--- src/rtl/calendar_to_gps_time_unit_assert.svh ---
// Assertion macros shared by the conversion unit.
`ifndef CALENDAR_TO_GPS_TIME_UNIT_ASSERT_SVH
`define CALENDAR_TO_GPS_TIME_UNIT_ASSERT_SVH

// Check cons in the same cycle as ante.
`define CGT_ASSERT_NOW(label, clk, rst_n, ante, cons, msg) \
    label: assert property (@(posedge clk) disable iff (!rst_n) (ante) |-> (cons)) \
        else $error(msg);

// Check cons starting in the cycle after ante.
`define CGT_ASSERT_NEXT(label, clk, rst_n, ante, cons, msg) \
    label: assert property (@(posedge clk) disable iff (!rst_n) (ante) |=> (cons)) \
        else $error(msg);

`endif

--- src/rtl/cgt_pkg.sv ---
package cgt_pkg;

    localparam int unsigned YEAR_W   = 12;
    localparam int unsigned MONTH_W  = 4;
    localparam int unsigned DAY_W    = 6;
    localparam int unsigned HOUR_W   = 5;
    localparam int unsigned MINUTE_W = 6;
    localparam int unsigned SEC_W    = 26;
    localparam int unsigned LEAP_W   = 6;
    localparam int unsigned WEEK_W   = 17;
    localparam int unsigned WSEC_W   = 40;

    localparam int unsigned DCNT_W   = 20;
    localparam int unsigned DSGN_W   = 22;
    localparam int unsigned SOD_W    = 37;

    localparam logic [LEAP_W-1:0] LEAP_RESET = LEAP_W'(18);

    localparam logic [SOD_W-1:0] US_PER_SEC  = SOD_W'(64'd1000000);
    localparam logic [SOD_W-1:0] US_PER_MIN  = SOD_W'(64'd60000000);
    localparam logic [SOD_W-1:0] US_PER_HOUR = SOD_W'(64'd3600000000);
    localparam logic [SOD_W-1:0] US_PER_DAY  = SOD_W'(64'd86400000000);
    localparam logic [WSEC_W-1:0] US_PER_WEEK = WSEC_W'(64'd604800000000);

    localparam logic [SEC_W-1:0]    SEC_MAX    = SEC_W'(60000000);
    localparam logic [DAY_W-1:0]    DAY_MAX    = DAY_W'(31);
    localparam logic [HOUR_W-1:0]   HOUR_MAX   = HOUR_W'(24);
    localparam logic [MINUTE_W-1:0] MINUTE_MAX = MINUTE_W'(60);
    localparam logic [MONTH_W-1:0]  MONTH_FEB  = MONTH_W'(2);

    // 2400000 - 1720981 + 44244: rebase to MJD and then to the GPS epoch
    localparam logic [DSGN_W-1:0] EPOCH_OFFSET = DSGN_W'(723263);

    localparam logic [23:0] YEAR_DAYS_X4 = 24'd1461;

    // floor(2^23 / 7) + 1, exact for dividends below 2^21
    localparam int unsigned        DIV7_SHIFT = 23;
    localparam int unsigned        DIV7_PROD_W = 41;
    localparam logic [DIV7_PROD_W-1:0] DIV7_RECIP = DIV7_PROD_W'(1198373);
    localparam logic [DCNT_W-1:0]  DAYS_PER_WEEK = DCNT_W'(7);

    function automatic logic [8:0] month_days(input logic [MONTH_W-1:0] month);
        logic [8:0] days;
        unique case (month)
            4'd0:    days = 9'd397;
            4'd1:    days = 9'd428;
            4'd2:    days = 9'd459;
            4'd3:    days = 9'd122;
            4'd4:    days = 9'd153;
            4'd5:    days = 9'd183;
            4'd6:    days = 9'd214;
            4'd7:    days = 9'd244;
            4'd8:    days = 9'd275;
            4'd9:    days = 9'd306;
            4'd10:   days = 9'd336;
            4'd11:   days = 9'd367;
            4'd12:   days = 9'd397;
            4'd13:   days = 9'd428;
            4'd14:   days = 9'd459;
            default: days = 9'd489;
        endcase
        return days;
    endfunction

    function automatic logic [WSEC_W-1:0] weekday_us(input logic [2:0] wday);
        logic [WSEC_W-1:0] us;
        unique case (wday)
            3'd0:    us = WSEC_W'(64'd0);
            3'd1:    us = WSEC_W'(64'd86400000000);
            3'd2:    us = WSEC_W'(64'd172800000000);
            3'd3:    us = WSEC_W'(64'd259200000000);
            3'd4:    us = WSEC_W'(64'd345600000000);
            3'd5:    us = WSEC_W'(64'd432000000000);
            3'd6:    us = WSEC_W'(64'd518400000000);
            default: us = WSEC_W'(64'd0);
        endcase
        return us;
    endfunction

endpackage

--- src/rtl/cgt_div7.sv ---
module cgt_div7 (
    input  logic                         i_clk,
    input  logic [cgt_pkg::DCNT_W-1:0]   i_dividend,
    output logic [cgt_pkg::WEEK_W-1:0]   o_quotient
);

    logic [cgt_pkg::DIV7_PROD_W-1:0] n_prod;
    logic [cgt_pkg::WEEK_W-1:0]      r_quotient;

    assign n_prod = cgt_pkg::DIV7_PROD_W'(i_dividend) * cgt_pkg::DIV7_RECIP;

    always_ff @(posedge i_clk) begin
        r_quotient <= n_prod[cgt_pkg::DIV7_SHIFT +: cgt_pkg::WEEK_W];
    end

    assign o_quotient = r_quotient;

endmodule

--- src/rtl/calendar_to_gps_time_unit.sv ---
// Channel   Strobe     Fields
// -------   ------     ------
// command   start      i_year i_month i_day i_hour i_minute i_second_us
// result    o_done     o_gps_week o_week_second_us o_valid_res
// config    i_cfg_we   i_cfg_data (leap seconds)
//
// One word accepted every cycle; busy stays low.
// Each result is formed by a four-stage pipe (date sum, day carry, divide-by-seven
// multiply, week-second add) plus input register.
// Synchronous active-low reset clears stage valids and sets leap seconds to 18.
// The receiver cannot stall: o_done marks each result for exactly one cycle.
`include "calendar_to_gps_time_unit_assert.svh"

module calendar_to_gps_time_unit (
    input  logic                             i_clk,
    input  logic                             i_rst_n,
    input  logic                             start,
    output logic                             busy,
    input  logic [cgt_pkg::YEAR_W-1:0]       i_year,
    input  logic [cgt_pkg::MONTH_W-1:0]      i_month,
    input  logic [cgt_pkg::DAY_W-1:0]        i_day,
    input  logic [cgt_pkg::HOUR_W-1:0]       i_hour,
    input  logic [cgt_pkg::MINUTE_W-1:0]     i_minute,
    input  logic [cgt_pkg::SEC_W-1:0]        i_second_us,
    input  logic                             i_cfg_we,
    input  logic [cgt_pkg::LEAP_W-1:0]       i_cfg_data,
    output logic                             o_done,
    output logic [cgt_pkg::WEEK_W-1:0]       o_gps_week,
    output logic [cgt_pkg::WSEC_W-1:0]       o_week_second_us,
    output logic                             o_valid_res
);

    localparam int unsigned DW = cgt_pkg::DSGN_W;

    logic [cgt_pkg::LEAP_W-1:0]   r_leap;

    logic                         r_v0;
    logic [cgt_pkg::YEAR_W-1:0]   r_year;
    logic [cgt_pkg::MONTH_W-1:0]  r_month;
    logic [cgt_pkg::DAY_W-1:0]    r_day;
    logic [cgt_pkg::HOUR_W-1:0]   r_hour;
    logic [cgt_pkg::MINUTE_W-1:0] r_minute;
    logic [cgt_pkg::SEC_W-1:0]    r_sec;
    logic [cgt_pkg::LEAP_W-1:0]   r_leap0;

    logic                         r_v1;
    logic                         r_ok1;
    logic signed [DW-1:0]         r_dd1;
    logic [cgt_pkg::SOD_W-1:0]    r_sod1;

    logic                         r_v2;
    logic                         r_ok2;
    logic [cgt_pkg::DCNT_W-1:0]   r_d2;
    logic [cgt_pkg::SOD_W-1:0]    r_sod2;

    logic                         r_v3;
    logic                         r_ok3;
    logic [cgt_pkg::DCNT_W-1:0]   r_d3;
    logic [cgt_pkg::SOD_W-1:0]    r_sod3;
    logic [cgt_pkg::WEEK_W-1:0]   w_q3;

    logic                         r_done;
    logic [cgt_pkg::WEEK_W-1:0]   r_gps_week;
    logic [cgt_pkg::WSEC_W-1:0]   r_wsec;
    logic                         r_valid_res;

    logic signed [12:0]           n_y;
    logic signed [23:0]           n_prod;
    logic signed [23:0]           n_yd;
    logic signed [DW-1:0]         n_dd1;
    logic [cgt_pkg::SOD_W-1:0]    n_sod1;
    logic                         n_ok1;

    logic                         n_carry;
    logic [cgt_pkg::SOD_W-1:0]    n_sod2;
    logic signed [DW-1:0]         n_dd2;
    logic                         n_ok2;

    logic [cgt_pkg::DCNT_W-1:0]   n_rem_full;
    logic [2:0]                   n_wday;
    logic [cgt_pkg::WSEC_W-1:0]   n_wsec;

    assign busy = 1'b0;

    always_ff @(posedge i_clk) begin
        if (!i_rst_n) begin
            r_leap <= cgt_pkg::LEAP_RESET;
        end else if (i_cfg_we) begin
            r_leap <= i_cfg_data;
        end
    end

    always_ff @(posedge i_clk) begin
        if (!i_rst_n) begin
            r_v0   <= 1'b0;
            r_v1   <= 1'b0;
            r_v2   <= 1'b0;
            r_v3   <= 1'b0;
            r_done <= 1'b0;
        end else begin
            r_v0   <= start && !busy;
            r_v1   <= r_v0;
            r_v2   <= r_v1;
            r_v3   <= r_v2;
            r_done <= r_v3;
        end
    end

    always_ff @(posedge i_clk) begin
        r_year   <= i_year;
        r_month  <= i_month;
        r_day    <= i_day;
        r_hour   <= i_hour;
        r_minute <= i_minute;
        r_sec    <= i_second_us;
        r_leap0  <= r_leap;
    end

    always_comb begin
        n_y = $signed({1'b0, r_year}) - ((r_month <= cgt_pkg::MONTH_FEB) ? 13'sd1 : 13'sd0);
        n_prod = 24'(n_y) * $signed(cgt_pkg::YEAR_DAYS_X4);
        n_yd = n_prod >>> 2;
        n_dd1 = DW'(n_yd)
              + $signed(DW'(cgt_pkg::month_days(r_month)))
              + $signed(DW'(r_day))
              - $signed(cgt_pkg::EPOCH_OFFSET);
        n_sod1 = cgt_pkg::SOD_W'(r_hour) * cgt_pkg::US_PER_HOUR
               + cgt_pkg::SOD_W'(r_minute) * cgt_pkg::US_PER_MIN
               + cgt_pkg::SOD_W'(r_sec)
               + cgt_pkg::SOD_W'(r_leap0) * cgt_pkg::US_PER_SEC;
        n_ok1 = (r_day <= cgt_pkg::DAY_MAX) && (r_hour <= cgt_pkg::HOUR_MAX)
             && (r_minute <= cgt_pkg::MINUTE_MAX) && (r_sec <= cgt_pkg::SEC_MAX);
    end

    always_ff @(posedge i_clk) begin
        r_dd1  <= n_dd1;
        r_sod1 <= n_sod1;
        r_ok1  <= n_ok1;
    end

    always_comb begin
        n_carry = (r_sod1 >= cgt_pkg::US_PER_DAY);
        n_sod2  = n_carry ? (r_sod1 - cgt_pkg::US_PER_DAY) : r_sod1;
        n_dd2   = r_dd1 + $signed(DW'(n_carry));
        n_ok2   = r_ok1 && !n_dd2[DW-1];
    end

    // zero the payload of invalid words so week and seconds read as zero
    always_ff @(posedge i_clk) begin
        r_ok2  <= n_ok2;
        r_d2   <= n_ok2 ? n_dd2[cgt_pkg::DCNT_W-1:0] : '0;
        r_sod2 <= n_ok2 ? n_sod2 : '0;
    end

    cgt_div7 u_div7 (
        .i_clk      (i_clk),
        .i_dividend (r_d2),
        .o_quotient (w_q3)
    );

    always_ff @(posedge i_clk) begin
        r_ok3  <= r_ok2;
        r_d3   <= r_d2;
        r_sod3 <= r_sod2;
    end

    always_comb begin
        n_rem_full = r_d3 - cgt_pkg::DCNT_W'(cgt_pkg::DCNT_W'(w_q3) * cgt_pkg::DAYS_PER_WEEK);
        n_wday     = n_rem_full[2:0];
        n_wsec     = cgt_pkg::weekday_us(n_wday) + cgt_pkg::WSEC_W'(r_sod3);
    end

    always_ff @(posedge i_clk) begin
        r_gps_week  <= w_q3;
        r_wsec      <= n_wsec;
        r_valid_res <= r_ok3;
    end

    assign o_done           = r_done;
    assign o_gps_week       = r_gps_week;
    assign o_week_second_us = r_wsec;
    assign o_valid_res      = r_valid_res;

    `CGT_ASSERT_NOW(a_invalid_zero, i_clk, i_rst_n, o_done && !o_valid_res, o_gps_week == '0 && o_week_second_us == '0, "invalid result carries nonzero payload")
    `CGT_ASSERT_NOW(a_wsec_range, i_clk, i_rst_n, o_done && o_valid_res, o_week_second_us < cgt_pkg::US_PER_WEEK, "week second out of range")
    `CGT_ASSERT_NOW(a_latency, i_clk, i_rst_n, start && !busy, ##5 o_done, "result strobe missing after accept")
    `CGT_ASSERT_NEXT(a_no_ghost, i_clk, i_rst_n, !r_v3, !o_done, "result strobe without a word in flight")

endmodule

--- config.mk ---
export PLATFORM = sky130hd
export DESIGN_NAME = calendar_to_gps_time_unit
export DESIGN_NICKNAME = d
export VERILOG_FILES = /design/src/rtl/cgt_pkg.sv /design/src/rtl/cgt_div7.sv /design/src/rtl/calendar_to_gps_time_unit.sv
export VERILOG_INCLUDE_DIRS = /design/src /design/src/rtl
export SDC_FILE = /design/constraint.sdc
export NUM_CORES = 1
export LEC_CHECK = 0
export ABC_CLOCK_PERIOD_IN_PS = 9300
export BUFFER_PORTS_ARGS = -buffer_cell sky130_fd_sc_hd__buf_4
export CORE_AREA = 3 3 301 243
export CTS_CLUSTER_SIZE = 16
export DETAILED_ROUTE_END_ITERATION = 10
export DIE_AREA = 0 0 304 246
export GPL_TIMING_DRIVEN = 1
export SYNTH_ARGS = -nofsm -noshare
export SYNTH_HDL_FRONTEND = slang
export SYNTH_SLANG_ARGS = --single-unit
--- constraint.sdc ---
create_clock -name i_clk -period 9.3 [get_ports i_clk]
set_clock_uncertainty 0.15 [all_clocks]
set_input_delay 1.86 -clock i_clk [delete_from_list [all_inputs] [get_ports i_clk]]
set_output_delay 1.86 -clock i_clk [all_outputs]
set_load 0.05 [all_outputs]
==> results.cfg <==
[clocking]
worstSkewPairLatency_ps = 560
h-tree-depth = 2
cts_num_sinks = 317
cts_resized = 0
ctsHoldBuffers = 0
cts-root-buf = clkbuf_16
cts_tree = yes
cts_buffers = 36
cts.path.max_buffers = 3
post-cts-setup-buffer-count = 0
clkTransAtPathRegs_ps = 60

[route]
avgViaCountPerCell = 4.572
dr_total_vias = 16410
drc = 0
antenna_left = 0
drt_iter0_markers = 769
wirelength_um = 52310
drtPass1Iterations = 5
avgRoutedWirePerCell_um = 14.57

[status]
status = completed

[worst_setup_path]
crit_path_end_kind = flip-flop
worst_path_max_delay_cell = fa_1
crit_fanout = 6
startpoint_type = flip-flop
crit_path_max_incr_delay_ps = 560
cpMostUsedCell = ha_1
path_class = reg -> reg
arrival_ps = 8440
cp.required_ps = 9570

[synth]
synth_top_cell_by_area = dfxtp_1
synth_commonest_cells = 462 x ha_1, 442 x inv_1, 317 x dfxtp_1
yosysMostFrequentCell = ha_1
synth-edff-count = 0
ys_ff_latch = 317
synth_async_sr_flop_share_pct = 0
syn_area_sq_mm = 0.02456
ys.flop_type = dfxtp_1
synthTopCellsByArea = dfxtp_1 26%, ha_1 24%, fa_1 16%
synth_cells = 2477
synth_area_per_cell_sq_um = 9.915
syn-num-nets = 3210
ys_types = 83
ys_warn_count = 0
yosysTopAreaCellShare_pct = 25.84
synth_seq_area_share_pct = 25.84

[floorplan]
die-area_sq_mm = 0.07478
start_util_pct = 34.87
die_x_um = 304
rows = 87
ios = 129
die_h_um = 246
fp.coreArea_sq_mm = 0.07043

[sta]
setup-tns-final_ps = 0
hold-worst-slack_ps = 172.3
setup_viol = 0
hold_viol = 0
layout_setup_ws_ps = 1124
drv_slew = 0
fin_crit_ps = 8176
period_share_pct = 87.91
rsz0062_at_grt = no
timing.slew.headroom_pct = 23.47
fmax_ghz = 0.1223
worstMarginPinSlew_ps = 1144

[place]
place_area_sq_mm = 0.02662
port_buffers = 127
dpl.hpwl_um = 44610
pre_cts_slack_ps = 1113
gp_congestion = 0.8565

[grt]
grt.total_usage_pct = 14.18
grt_max_degree = 42
grt_overflow = 0
grt_pass1_wl_um = 85910
grt_pass1_vias = 16260
antenna_found_initial = 0

[cells_and_area]
final_layout_size_suffix_gt1_share_pct = 8.817
multi_input_area_sq_mm = 0.01647
final_nets = 3360
seqCellArea_sq_mm = 0.006346
fin_area_sq_mm = 0.02788
syn_to_final_growth_pct = 13.51
nFillCells = 6968

[min_path]
hp-class = reg -> reg

[run]
maxCapViolCount = 0
[registers in the layout (all words and copies together), names as in the netlist, 12 cells and up, named ones only]
signal / cells
r_sod2: 37
r_year: 12
o_week_second_us: 40
r_sod3: 37
r_d2: 20
r_dd1: 22
u_div7.o_quotient: 17
o_gps_week: 17
r_sec: 26
r_sod1: 37
[per-stage QoR]
stage          std cells  utilization [%]
3_5_place_dp        3523            37.79
3_3_place_gp        3523            37.79
2_1_floorplan       2477                -
6_report            3589            39.58
5_1_grt             3588            39.58
4_1_cts             3588            39.58
[kinds of logic (layout without fill, tap and decap cells)]
group	Yosys count	count (layout)	synth area share (%)
simple gates	462	462	9.543
compound gates	369	369	9.991
flops	317	317	25.84
xor+xnor	194	194	6.975
buf+inv	459	636	7.082
other cells	1	2	0.01527
mux	11	11	0.5502
fa+ha+maj	664	664	40.00
[area by class of cell]
| cell class | count | share of cell area (%) |
|---|---|---|
| multi-input combinational | 1701 | 59.09 |
| sequential | 317 | 22.76 |
| inverter | 442 | 5.952 |
| tap | 934 | 4.192 |
| clock buffer | 44 | 3.483 |
| timing repair buffer | 129 | 3.474 |
| clock inverter | 21 | 1.032 |
| antenna | 1 | 0.008977 |
[critical path: cells and delay by family, from the launching register on]
kind                     cells  cell delay (ps)
AO/OA/AOI/OAI                6             1280
XOR/XNOR                     3              870
adder cells (fa/ha/maj)      9             3530
buffers and inverters        1               60
flip-flops                   1              310
AND/OR/NAND/NOR              8             1860
[layer usage]
layer / share of wire [%] / GRT usage, % / up-vias
met1: 56 / 22.57 / 7542
met3: 5.3 / 3.008 / 57
met5: 0 / 0 / -
li1: - / - / 8551
met4: 2.0 / 3.445 / 0
met2: 37 / 18.94 / 258
[path summary, 6_finish.rpt]
path	start	to	slack, ps	cells after the start
max	r_month[0]	r_dd1[21]	1120	27
min	r_sod2[12]	r_sod3[12]	170	0
min reg2reg	r_sod2[12]	r_sod3[12]	170	0
max reg2reg	r_month[0]	r_dd1[21]	1120	27
[cell usage in the layout, fill, tap and decap left out, types with 19 or more instances in the layout]
cell       Yosys  layout
a21o_1        44      44
a21oi_1      100     100
and3_1        35      35
buf_4          2     129
clkbuf_16      0      36
dfxtp_1      317     317
fa_1         202     202
ha_1         462     462
inv_1        442     442
nand2_1       78      78
nand3_1       40      40
nor2_1       131     131
nor2b_1       25      25
nor3_1        34      34
o21ai_0       65      65
or3_1         19      19
xnor2_1      139     139
xor2_1        54      54
Power is left out: the tool's default activity adds up to more than one toggle a clock period on the data nets, which glitch-free logic cannot reach.
